$ cat config.mk
export PLATFORM = sky130hd
export DESIGN_NAME = disk_block_cache_controller_flat
export DESIGN_NICKNAME = d
export VERILOG_FILES = /design/src/hw/rtl/dbc_pkg.sv /design/src/hw/rtl/dbc_chan_if.sv /design/src/hw/rtl/dbc_front.sv /design/src/hw/rtl/dbc_queue.sv /design/src/hw/rtl/dbc_back.sv /design/src/hw/rtl/disk_block_cache_controller.sv /design/src/flat_wrapper.sv
export SDC_FILE = /design/constraint.sdc
export NUM_CORES = 2
export LEC_CHECK = 0
export BUFFER_PORTS_ARGS = -buffer_cell sky130_fd_sc_hd__clkbuf_2
export CORE_MARGIN = 1.5
export CORE_UTILIZATION = 35
export DETAILED_ROUTE_END_ITERATION = 8
export SLEW_MARGIN = 20
export SYNTH_ARGS = -nofsm -noshare
export SYNTH_HDL_FRONTEND = slang
export SYNTH_SLANG_ARGS = --single-unit
$ cat constraint.sdc
create_clock -name clk -period 6.97 [get_ports clk]
set_input_delay 0.697 -clock clk [delete_from_list [all_inputs] [get_ports clk]]
set_output_delay 0.697 -clock clk [all_outputs]
set_load 0.03 [all_outputs]
$ cat src/hw/rtl/dbc_pkg.sv
// ----------------------------------------------------------------------------
// dbc_pkg: shared types and constants of the disk block cache controller
// Holds the word formats of both channels, the job word that goes from the
// front to the back, request codes and default parameter values.
// ----------------------------------------------------------------------------
package dbc_pkg;

  localparam int DEF_NUM_ENTRIES       = 64;
  localparam int DEF_BLOCK_OFFSET_BITS = 16;

  localparam int ADDR_W   = 48;
  localparam int TAG_W    = 32;
  localparam int OFFSET_W = 16;
  localparam int SLOT_W   = 6;
  localparam int REQ_W    = 2;

  // Depth of the job queue between the front and the back (a power of two).
  localparam int QUEUE_DEPTH = 2;

  localparam logic [REQ_W-1:0] REQ_READ  = 2'd0;
  localparam logic [REQ_W-1:0] REQ_WRITE = 2'd1;
  localparam logic [REQ_W-1:0] REQ_FLUSH = 2'd2;

  typedef struct packed {
    logic [REQ_W-1:0]  req_type;
    logic [ADDR_W-1:0] byte_address;
  } in_word_t;

  typedef struct packed {
    logic [SLOT_W-1:0]   slot;
    logic [OFFSET_W-1:0] block_offset;
    logic                hit;
    logic                writeback_needed;
    logic [TAG_W-1:0]    writeback_block;
    logic                fill_needed;
    logic                last;
  } out_word_t;

  typedef struct packed {
    logic [REQ_W-1:0]    req;
    logic [TAG_W-1:0]    blk;
    logic [OFFSET_W-1:0] offset;
  } job_t;

endpackage

$ cat src/hw/rtl/dbc_chan_if.sv
// ----------------------------------------------------------------------------
// dbc_chan_if: valid/ready channel
// Carries one word of type T per handshake from a source to a sink.
// ----------------------------------------------------------------------------
interface dbc_chan_if #(
  parameter type T = logic
) ();

  logic valid;
  logic ready;
  T     data;

  modport source (output valid, output data, input ready);
  modport sink   (input valid, input data, output ready);

endinterface

$ cat src/hw/rtl/dbc_front.sv
// ----------------------------------------------------------------------------
// dbc_front: request intake
// Accepts request words, drops unknown request codes and splits the byte
// address into block number and offset inside the block.
// ----------------------------------------------------------------------------
module dbc_front #(
  parameter int BLOCK_OFFSET_BITS = dbc_pkg::DEF_BLOCK_OFFSET_BITS
) (
  dbc_chan_if.sink      in_ch,
  output logic          push_valid,
  input  logic          push_ready,
  output dbc_pkg::job_t push_job
);

  localparam logic [dbc_pkg::ADDR_W-1:0] OFFSET_MASK =
    (dbc_pkg::ADDR_W'(1) << BLOCK_OFFSET_BITS) - dbc_pkg::ADDR_W'(1);

  logic                       known_req;
  logic [dbc_pkg::ADDR_W-1:0] blk_full;
  logic [dbc_pkg::ADDR_W-1:0] offset_full;

  always_comb begin
    known_req = (in_ch.data.req_type == dbc_pkg::REQ_READ)  ||
                (in_ch.data.req_type == dbc_pkg::REQ_WRITE) ||
                (in_ch.data.req_type == dbc_pkg::REQ_FLUSH);
    blk_full    = in_ch.data.byte_address >> BLOCK_OFFSET_BITS;
    offset_full = in_ch.data.byte_address & OFFSET_MASK;
  end

  // An unknown request code is taken and discarded without reaching the back.
  assign in_ch.ready     = push_ready;
  assign push_valid      = in_ch.valid && known_req;
  assign push_job.req    = in_ch.data.req_type;
  assign push_job.blk    = blk_full[dbc_pkg::TAG_W-1:0];
  assign push_job.offset = offset_full[dbc_pkg::OFFSET_W-1:0];

endmodule

$ cat src/hw/rtl/dbc_queue.sv
// ----------------------------------------------------------------------------
// dbc_queue: job queue
// Small FIFO that decouples request intake from the cache engine.
// ----------------------------------------------------------------------------
module dbc_queue (
  input  logic          clk,
  input  logic          rst_n,
  input  logic          push_valid,
  output logic          push_ready,
  input  dbc_pkg::job_t push_job,
  output logic          pop_valid,
  input  logic          pop_ready,
  output dbc_pkg::job_t pop_job
);

  localparam int DEPTH = dbc_pkg::QUEUE_DEPTH;
  localparam int PTR_W = $clog2(DEPTH);
  localparam int CNT_W = $clog2(DEPTH + 1);

  dbc_pkg::job_t    slots_r [DEPTH];
  logic [PTR_W-1:0] wr_ptr_r;
  logic [PTR_W-1:0] rd_ptr_r;
  logic [CNT_W-1:0] count_r;
  logic             do_push;
  logic             do_pop;

  assign push_ready = (count_r != CNT_W'(DEPTH));
  assign pop_valid  = (count_r != '0);
  assign pop_job    = slots_r[rd_ptr_r];
  assign do_push    = push_valid && push_ready;
  assign do_pop     = pop_valid && pop_ready;

  always_ff @(posedge clk) begin
    if (do_push) begin
      slots_r[wr_ptr_r] <= push_job;
    end
  end

  always_ff @(posedge clk) begin
    if (!rst_n) begin
      wr_ptr_r <= '0;
      rd_ptr_r <= '0;
      count_r  <= '0;
    end else begin
      if (do_push) begin
        wr_ptr_r <= wr_ptr_r + 1'b1;
      end
      if (do_pop) begin
        rd_ptr_r <= rd_ptr_r + 1'b1;
      end
      if (do_push && !do_pop) begin
        count_r <= count_r + 1'b1;
      end else if (do_pop && !do_push) begin
        count_r <= count_r - 1'b1;
      end
    end
  end

endmodule

$ cat src/hw/rtl/dbc_back.sv
// ----------------------------------------------------------------------------
// dbc_back: cache engine
// Walks the tag memory for lookups and flushes, applies the replacement
// policy, keeps entry status and drives the registered result channel.
// ----------------------------------------------------------------------------
module dbc_back #(
  parameter int NUM_ENTRIES = dbc_pkg::DEF_NUM_ENTRIES
) (
  input  logic          clk,
  input  logic          rst_n,
  input  logic          job_valid,
  output logic          job_ready,
  input  dbc_pkg::job_t job,
  dbc_chan_if.source    out_ch
);

  localparam int IDX_W = $clog2(NUM_ENTRIES);
  localparam int CNT_W = $clog2(NUM_ENTRIES + 1);
  localparam logic [IDX_W-1:0] LAST_IDX = IDX_W'(NUM_ENTRIES - 1);

  typedef enum logic [1:0] {
    ST_EMPTY,
    ST_READY,
    ST_DIRTY
  } status_t;

  typedef enum logic [2:0] {
    S_IDLE,
    S_SCAN,
    S_VICTIM,
    S_APPLY,
    S_FL_CHECK,
    S_FL_EMIT,
    S_FL_NONE
  } state_t;

  state_t                     state_r;
  dbc_pkg::job_t              job_r;
  logic [dbc_pkg::TAG_W-1:0]  tag_mem [NUM_ENTRIES];
  logic [dbc_pkg::TAG_W-1:0]  tag_q_r;
  status_t                    status_r [NUM_ENTRIES];
  logic [IDX_W-1:0]           victim_r;
  logic [IDX_W-1:0]           victim_nxt;
  logic [CNT_W-1:0]           dirty_cnt_r;
  logic [CNT_W-1:0]           dirty_cnt_nxt;
  logic [IDX_W-1:0]           cmp_idx_r;
  logic                       have_empty_r;
  logic [IDX_W-1:0]           empty_idx_r;
  logic [IDX_W-1:0]           found_r;
  logic                       hit_r;
  logic                       wb_r;
  logic [dbc_pkg::TAG_W-1:0]  wbblk_r;
  logic                       fill_r;
  logic                       out_v_r;
  dbc_pkg::out_word_t         out_d_r;

  logic                       out_free;
  logic                       out_load;
  logic                       cmp_hit;
  logic                       cmp_empty;
  logic                       old_dirty;
  logic                       new_dirty;
  logic                       fl_last;
  logic                       rd_en;
  logic [IDX_W-1:0]           rd_addr;
  logic                       tag_we;

  assign out_ch.valid = out_v_r;
  assign out_ch.data  = out_d_r;
  assign job_ready    = (state_r == S_IDLE);
  assign out_free     = !out_v_r || out_ch.ready;

  always_comb begin
    cmp_empty  = (status_r[cmp_idx_r] == ST_EMPTY);
    cmp_hit    = !cmp_empty && (tag_q_r == job_r.blk);
    victim_nxt = (victim_r == LAST_IDX) ? '0 : victim_r + 1'b1;
    old_dirty  = (status_r[found_r] == ST_DIRTY);
    new_dirty  = (job_r.req == dbc_pkg::REQ_WRITE) || (hit_r && old_dirty);
    fl_last    = (dirty_cnt_r == CNT_W'(1));
    tag_we     = (state_r == S_APPLY) && out_free && fill_r;
    out_load   = out_free && ((state_r == S_APPLY) || (state_r == S_FL_EMIT) ||
                              (state_r == S_FL_NONE));

    dirty_cnt_nxt = dirty_cnt_r;
    if (new_dirty && !old_dirty) begin
      dirty_cnt_nxt = dirty_cnt_r + 1'b1;
    end else if (!new_dirty && old_dirty) begin
      dirty_cnt_nxt = dirty_cnt_r - 1'b1;
    end
  end

  // Tag memory read port. During a scan the read of the next entry overlaps
  // the compare of the current one; after the last entry the victim's tag is
  // fetched in case it has to be written back.
  always_comb begin
    rd_en   = 1'b0;
    rd_addr = '0;
    case (state_r)
      S_IDLE: begin
        rd_en = job_valid;
      end
      S_SCAN: begin
        rd_en   = !cmp_hit;
        rd_addr = (cmp_idx_r == LAST_IDX) ? victim_r : cmp_idx_r + 1'b1;
      end
      S_FL_CHECK: begin
        rd_en   = (status_r[cmp_idx_r] == ST_DIRTY);
        rd_addr = cmp_idx_r;
      end
      default: begin
        rd_en = 1'b0;
      end
    endcase
  end

  always_ff @(posedge clk) begin
    if (rd_en) begin
      tag_q_r <= tag_mem[rd_addr];
    end
    if (tag_we) begin
      tag_mem[found_r] <= job_r.blk;
    end
  end

  always_ff @(posedge clk) begin
    if (!rst_n) begin
      state_r     <= S_IDLE;
      out_v_r     <= 1'b0;
      victim_r    <= '0;
      dirty_cnt_r <= '0;
      for (int i = 0; i < NUM_ENTRIES; i++) begin
        status_r[i] <= ST_EMPTY;
      end
    end else begin
      if (out_load) begin
        out_v_r <= 1'b1;
      end else if (out_ch.ready) begin
        out_v_r <= 1'b0;
      end
      case (state_r)
        S_IDLE: begin
          if (job_valid) begin
            job_r        <= job;
            cmp_idx_r    <= '0;
            have_empty_r <= 1'b0;
            if (job.req == dbc_pkg::REQ_FLUSH) begin
              state_r <= (dirty_cnt_r == '0) ? S_FL_NONE : S_FL_CHECK;
            end else begin
              state_r <= S_SCAN;
            end
          end
        end
        S_SCAN: begin
          if (cmp_hit) begin
            found_r <= cmp_idx_r;
            hit_r   <= 1'b1;
            wb_r    <= 1'b0;
            wbblk_r <= '0;
            fill_r  <= 1'b0;
            state_r <= S_APPLY;
          end else begin
            if (cmp_empty && !have_empty_r) begin
              have_empty_r <= 1'b1;
              empty_idx_r  <= cmp_idx_r;
            end
            if (cmp_idx_r == LAST_IDX) begin
              hit_r   <= 1'b0;
              wb_r    <= 1'b0;
              wbblk_r <= '0;
              fill_r  <= 1'b1;
              if (have_empty_r) begin
                found_r <= empty_idx_r;
                state_r <= S_APPLY;
              end else if (cmp_empty) begin
                found_r <= cmp_idx_r;
                state_r <= S_APPLY;
              end else begin
                found_r  <= victim_r;
                victim_r <= victim_nxt;
                state_r  <= S_VICTIM;
              end
            end else begin
              cmp_idx_r <= cmp_idx_r + 1'b1;
            end
          end
        end
        S_VICTIM: begin
          if (status_r[found_r] == ST_DIRTY) begin
            wb_r    <= 1'b1;
            wbblk_r <= tag_q_r;
          end
          state_r <= S_APPLY;
        end
        S_APPLY: begin
          if (out_free) begin
            out_d_r.slot             <= dbc_pkg::SLOT_W'(found_r);
            out_d_r.block_offset     <= job_r.offset;
            out_d_r.hit              <= hit_r;
            out_d_r.writeback_needed <= wb_r;
            out_d_r.writeback_block  <= wbblk_r;
            out_d_r.fill_needed      <= fill_r;
            out_d_r.last             <= 1'b1;
            status_r[found_r]        <= new_dirty ? ST_DIRTY : ST_READY;
            dirty_cnt_r              <= dirty_cnt_nxt;
            state_r                  <= S_IDLE;
          end
        end
        S_FL_CHECK: begin
          // The dirty count guarantees a dirty entry further on.
          if (status_r[cmp_idx_r] == ST_DIRTY) begin
            state_r <= S_FL_EMIT;
          end else begin
            cmp_idx_r <= cmp_idx_r + 1'b1;
          end
        end
        S_FL_EMIT: begin
          if (out_free) begin
            out_d_r.slot             <= dbc_pkg::SLOT_W'(cmp_idx_r);
            out_d_r.block_offset     <= '0;
            out_d_r.hit              <= 1'b0;
            out_d_r.writeback_needed <= 1'b1;
            out_d_r.writeback_block  <= tag_q_r;
            out_d_r.fill_needed      <= 1'b0;
            out_d_r.last             <= fl_last;
            status_r[cmp_idx_r]      <= ST_READY;
            dirty_cnt_r              <= dirty_cnt_r - 1'b1;
            if (fl_last) begin
              state_r <= S_IDLE;
            end else begin
              cmp_idx_r <= cmp_idx_r + 1'b1;
              state_r   <= S_FL_CHECK;
            end
          end
        end
        S_FL_NONE: begin
          if (out_free) begin
            out_d_r.slot             <= '0;
            out_d_r.block_offset     <= '0;
            out_d_r.hit              <= 1'b0;
            out_d_r.writeback_needed <= 1'b0;
            out_d_r.writeback_block  <= '0;
            out_d_r.fill_needed      <= 1'b0;
            out_d_r.last             <= 1'b1;
            state_r                  <= S_IDLE;
          end
        end
        default: begin
          state_r <= S_IDLE;
        end
      endcase
    end
  end

endmodule

$ cat src/hw/rtl/disk_block_cache_controller.sv
// ----------------------------------------------------------------------------
// disk_block_cache_controller: tag and policy engine of a disk block cache
// Fully associative write-back cache with round-robin replacement; reports
// the slot to use, write-backs and fills for each request.
// ----------------------------------------------------------------------------
// Requests enter a two-word queue and are then served one at a time by an
// engine that walks the tag memory one entry per clock. A read or write
// walks it until a hit or the last entry and, on a miss with no empty
// entry, fetches the victim's tag before its result word. A flush checks
// each entry up to the last dirty one and gives one result word per dirty
// entry, or a single word when nothing is dirty. Each request yields its
// results in order on the out_res channel, the final one marked by last;
// request code three is accepted and dropped. Results wait in an output
// register, so a stalled sink holds the engine but the queue still takes
// new requests while it has room.
module disk_block_cache_controller #(
  parameter int NUM_ENTRIES       = dbc_pkg::DEF_NUM_ENTRIES,
  parameter int BLOCK_OFFSET_BITS = dbc_pkg::DEF_BLOCK_OFFSET_BITS
) (
  input  logic       clk,
  input  logic       rst_n,
  dbc_chan_if.sink   in_req,
  dbc_chan_if.source out_res
);

  logic          push_valid;
  logic          push_ready;
  dbc_pkg::job_t push_job;
  logic          pop_valid;
  logic          pop_ready;
  dbc_pkg::job_t pop_job;

  dbc_front #(
    .BLOCK_OFFSET_BITS(BLOCK_OFFSET_BITS)
  ) u_front (
    .in_ch      (in_req),
    .push_valid (push_valid),
    .push_ready (push_ready),
    .push_job   (push_job)
  );

  dbc_queue u_queue (
    .clk        (clk),
    .rst_n      (rst_n),
    .push_valid (push_valid),
    .push_ready (push_ready),
    .push_job   (push_job),
    .pop_valid  (pop_valid),
    .pop_ready  (pop_ready),
    .pop_job    (pop_job)
  );

  dbc_back #(
    .NUM_ENTRIES(NUM_ENTRIES)
  ) u_back (
    .clk       (clk),
    .rst_n     (rst_n),
    .job_valid (pop_valid),
    .job_ready (pop_ready),
    .job       (pop_job),
    .out_ch    (out_res)
  );

endmodule

$ cat src/flat_wrapper.sv
// flat-port wrapper written by rule: the top's interface ports become plain ports
module disk_block_cache_controller_flat import dbc_pkg::*;
#(
  parameter int NUM_ENTRIES       = dbc_pkg::DEF_NUM_ENTRIES,
  parameter int BLOCK_OFFSET_BITS = dbc_pkg::DEF_BLOCK_OFFSET_BITS
)
  (clk, rst_n, in_req_valid, in_req_data, in_req_ready, out_res_valid, out_res_data, out_res_ready);
  dbc_chan_if #(.T(in_word_t)) in_req_i ();
  dbc_chan_if #(.T(out_word_t)) out_res_i ();
  input  logic clk;
  input  logic rst_n;
  input wire logic [$bits(in_req_i.valid)-1:0] in_req_valid;
  input wire logic [$bits(in_req_i.data)-1:0] in_req_data;
  output wire logic [$bits(in_req_i.ready)-1:0] in_req_ready;
  output wire logic [$bits(out_res_i.valid)-1:0] out_res_valid;
  output wire logic [$bits(out_res_i.data)-1:0] out_res_data;
  input wire logic [$bits(out_res_i.ready)-1:0] out_res_ready;
  assign in_req_i.valid = in_req_valid;
  assign in_req_i.data = in_req_data;
  assign in_req_ready = in_req_i.ready;
  assign out_res_valid = out_res_i.valid;
  assign out_res_data = out_res_i.data;
  assign out_res_i.ready = out_res_ready;
  disk_block_cache_controller #(.NUM_ENTRIES(NUM_ENTRIES), .BLOCK_OFFSET_BITS(BLOCK_OFFSET_BITS)) u_core (.clk(clk), .rst_n(rst_n), .in_req(in_req_i), .out_res(out_res_i));
endmodule
==> reports/metrics.cfg <==
[pwr]
switching_share_pct = 33.8
p_switching_uw = 15000
max-vdd-ir-drop_mv = 0.277
seqPwrFrac_pct = 41.5
combPwrFrac_pct = 26.7
internal-power_uw = 29400
power.share.clock_pct = 31.8
power_density_nw_per_um2 = 386
power.leakage_uw = 0.0380
power_uw = 44400

[grt]
antenna_found_initial = 39
met1_usage_pct = 30.5
grt_start_max_net_pins = 100
grt_use_met3_pct = 6.03
track_usage_pct = 22.9
use_met2_pct = 34.6
grt_pass1_vias = 59300
grt_pass1_wl_microns = 467000
grt_busiest_layer = met2
grt_overflow = 0

[final_layout]
layout_commonest_cell = edfxtp_1
syn_to_final_growth_pct = 15.1
drive_gt1_share_pct = 17.0
final_cell_mix = edfxtp_1 (2470), nand2_1 (1044), nand3_1 (333)
fin_nets = 6637

[timing]
finalHoldViolations = 0
finalSetupTns_ns = 0
period_needed_ns = 5.78
fmax_mhz = 173
final_min_period_over_clock_period_pct = 82.9
slew_viol_final = 0
slew-limit-headroom_pct = 11.4
skew_ns = 0.0546
worst_pin_slew_ns = 1.32
rsz0062_at_grt = no
finalWorstSetupSlack_ns = 1.19
setup_viol = 0

[detailed_routing]
num_vias = 62500
drtAntennaViolNets = 0
post_drt_wl_per_cell_microns = 32.1
drtIter0Drc = 10200
routed_wl_microns = 338000
viasPerCell = 5.94
drc = 0
drt-pass1-iter-count = 8

[worst_setup_path]
critPathTopFamily = compound AO/OA/AOI/OAI gates
worstPathArrival_ns = 6.37
cp.required_ns = 7.56
timing.rr.end = u_core.u_back.tag_q_r[26]
slowest_stage = a21oi_4
crit_buf_inv = 1
r2r_cells = 9
path_class = reg -> reg
cp-end-kind = flip-flop
r2r_slack_ns = 1.19
crit_fanout = 28
cp_cell_sequence = ha_1, nand2_1, o31a_1, a21oi_4, buf_4, mux4_2, o2111ai_1, nand4_1, or4_1
timing.rr.start = u_core.u_back.cmp_idx_r[0]
startpoint_type = flip-flop
max_stage_delay_ns = 0.90

[floorplanning]
core_area_sq_um = 283000
die_h_microns = 537
die_w_microns = 537
pin_count = 114
initial_core_util_pct = 35.3
rows = 195
die-area_sq_um = 288000

[clocking]
clockRootBuffer = clkbuf_16
clk_latency_ns = 0.87
cts_buffer_depth = 4
cts_tree = done
clk_pin_slew_ns = 0.06
clock-sinks = 2504
cts_resized = 0
h-tree-depth = 5
cts_buffers = 267
post-cts-setup-buffers = 0

[synth]
syn_area_sq_um = 99800
synthCells = 6320
syn_avg_cell_area_sq_um = 15.8
syn_nets = 6381
yosysUniqueCellTypes = 86
synth-seq-cells = 2504
synth_flop_cell = edfxtp_1
async_flop_share_pct = 0
synth_warnings = 0
yosysSeqAreaShare_pct = 75.0
synth_edf_count = 2470

[worst_hold_path]
hold_start = in_req_data[37]
hold_path_class = in -> reg
worst_hold_path.endpoint = u_core.u_queue.slots_r[1][37]
hold_depth = 1

[run]
maxCapViolations = 0

[placed_design]
routabilityCongestion = 0.917
place_hpwl_microns = 205000
pre_cts_ws_ns = 1.35
port_buffers = 113

[run_status]
outcome = complete, no violations

## power groups by stage
stage / Combinational, uW / Sequential [uW] / Clock, uW
after floorplan: 6280 / 18600 / 0
after global placement: 11400 / 18700 / 0
after detailed placement: 11500 / 18700 / 0
after CTS: 11500 / 18400 / 14200
after global routing: 12200 / 18400 / 14800
final: 11800 / 18400 / 14100
## state kept, by name, summed over array words and instances, names as in the netlist, 6 cells and up, named ones only
name                       cells
u_core.u_back.status_r       128
u_core.u_queue.slots_r       100
u_core.u_back.found_r          6
u_core.u_back.tag_mem       2048
u_core.u_back.dirty_cnt_r      7
u_core.u_back.tag_q_r         32
u_core.u_back.empty_idx_r      6
u_core.u_back.victim_r         6
u_core.u_back.cmp_idx_r        6
u_core.u_back.job_r           50
u_core.u_back.out_ch.data     58
u_core.u_back.wbblk_r         32
## per-layer routing
metal | part of all wire (%) | vias to the layer above
met2 | 44 | 4286
met1 | 37 | 32100
met5 | 0.058 | -
li1 | - | 25200
met3 | 13 | 802
met4 | 5.7 | 30
## synth_stat cells (33+ instances only)
cell	number	area, sq um
a32oi_1	93	815
o211ai_1	49	368
edfxtp_1	2470	74200
nor3_1	55	275
nand2_1	1049	3940
nor2_1	283	1060
xor2_1	38	333
buf_2	125	626
and3_1	48	300
a22o_1	33	289
o21ai_0	75	375
mux2i_1	259	2590
a31oi_1	46	288
nand3_1	333	1670
dfxtp_1	34	681
a22oi_1	95	713
clkbuf_1	198	743
a221oi_1	35	307
buf_1	34	128
o2111ai_1	53	464
a21oi_1	131	656
nand4_1	44	275
inv_1	38	143
mux4_2	195	4390
mux2_2	68	766
## repair_timing
action / CTS / global route
hold buffers: 3 / 0
endpoints found under the setup margin: 0 / 0
hold endpoints to repair: 6 / 0
## cell type report
cell class | instances | area, sq um
Fill cell | 25300 | 168000
Sequential cell | 2504 | 74900
Multi-Input combinational cell | 3383 | 23800
Clock buffer | 326 | 7160
Tap cell | 3743 | 4680
Timing Repair Buffer | 379 | 2890
Clock inverter | 136 | 1370
Inverter | 41 | 155
Antenna cell | 11 | 27.5
## stage by stage
stage          hold WS [ns]  cells  cell area (sq um)  util (%)
5_1_grt              0.0140  10500             115000      40.6
3_5_place_dp          0.474  10000             106000      37.6
6_report             0.0465  10500             115000      40.6
3_3_place_gp          0.465  10000             106000      37.5
2_1_floorplan         0.451   6320              99800         -
4_1_cts            0.000616  10500             115000      40.6
## cells by family (layout without fill, tap and decap cells)
logic type                 count (synthesis)  after routing  share of synthesized area [%]
other                                      0             11                              0
xor gates and xnor gates                  40             40                          0.351
DFF                                     2504           2504                           75.0
and+or+nand+nor                         2010           2010                           8.93
muxes                                    522            522                           7.76
buffers and inverters                    433            882                           1.96
AOI/OAI and AO/OA                        804            804                           5.94
adders and majority gates                  7              7                         0.0877
## worst max-delay path by stage
stage          slack (ns)  cells after the start                  startpoint                        end
4_1_cts              1.34                      9  u_core.u_back.cmp_idx_r[0]  u_core.u_back.tag_q_r[26]
2_1_floorplan        2.46                      9     u_core.u_back.job_r[36]         u_core.u_back.wb_r
6_report             1.19                      9  u_core.u_back.cmp_idx_r[0]  u_core.u_back.tag_q_r[26]
5_1_grt              1.11                     10    u_core.u_back.state_r[1]  u_core.u_back.tag_q_r[26]
3_5_place_dp         1.35                     10    u_core.u_back.state_r[1]  u_core.u_back.tag_q_r[26]
3_3_place_gp         1.33                      9  u_core.u_back.cmp_idx_r[0]  u_core.u_back.tag_q_r[26]
(Power assumes the default switching activity.)
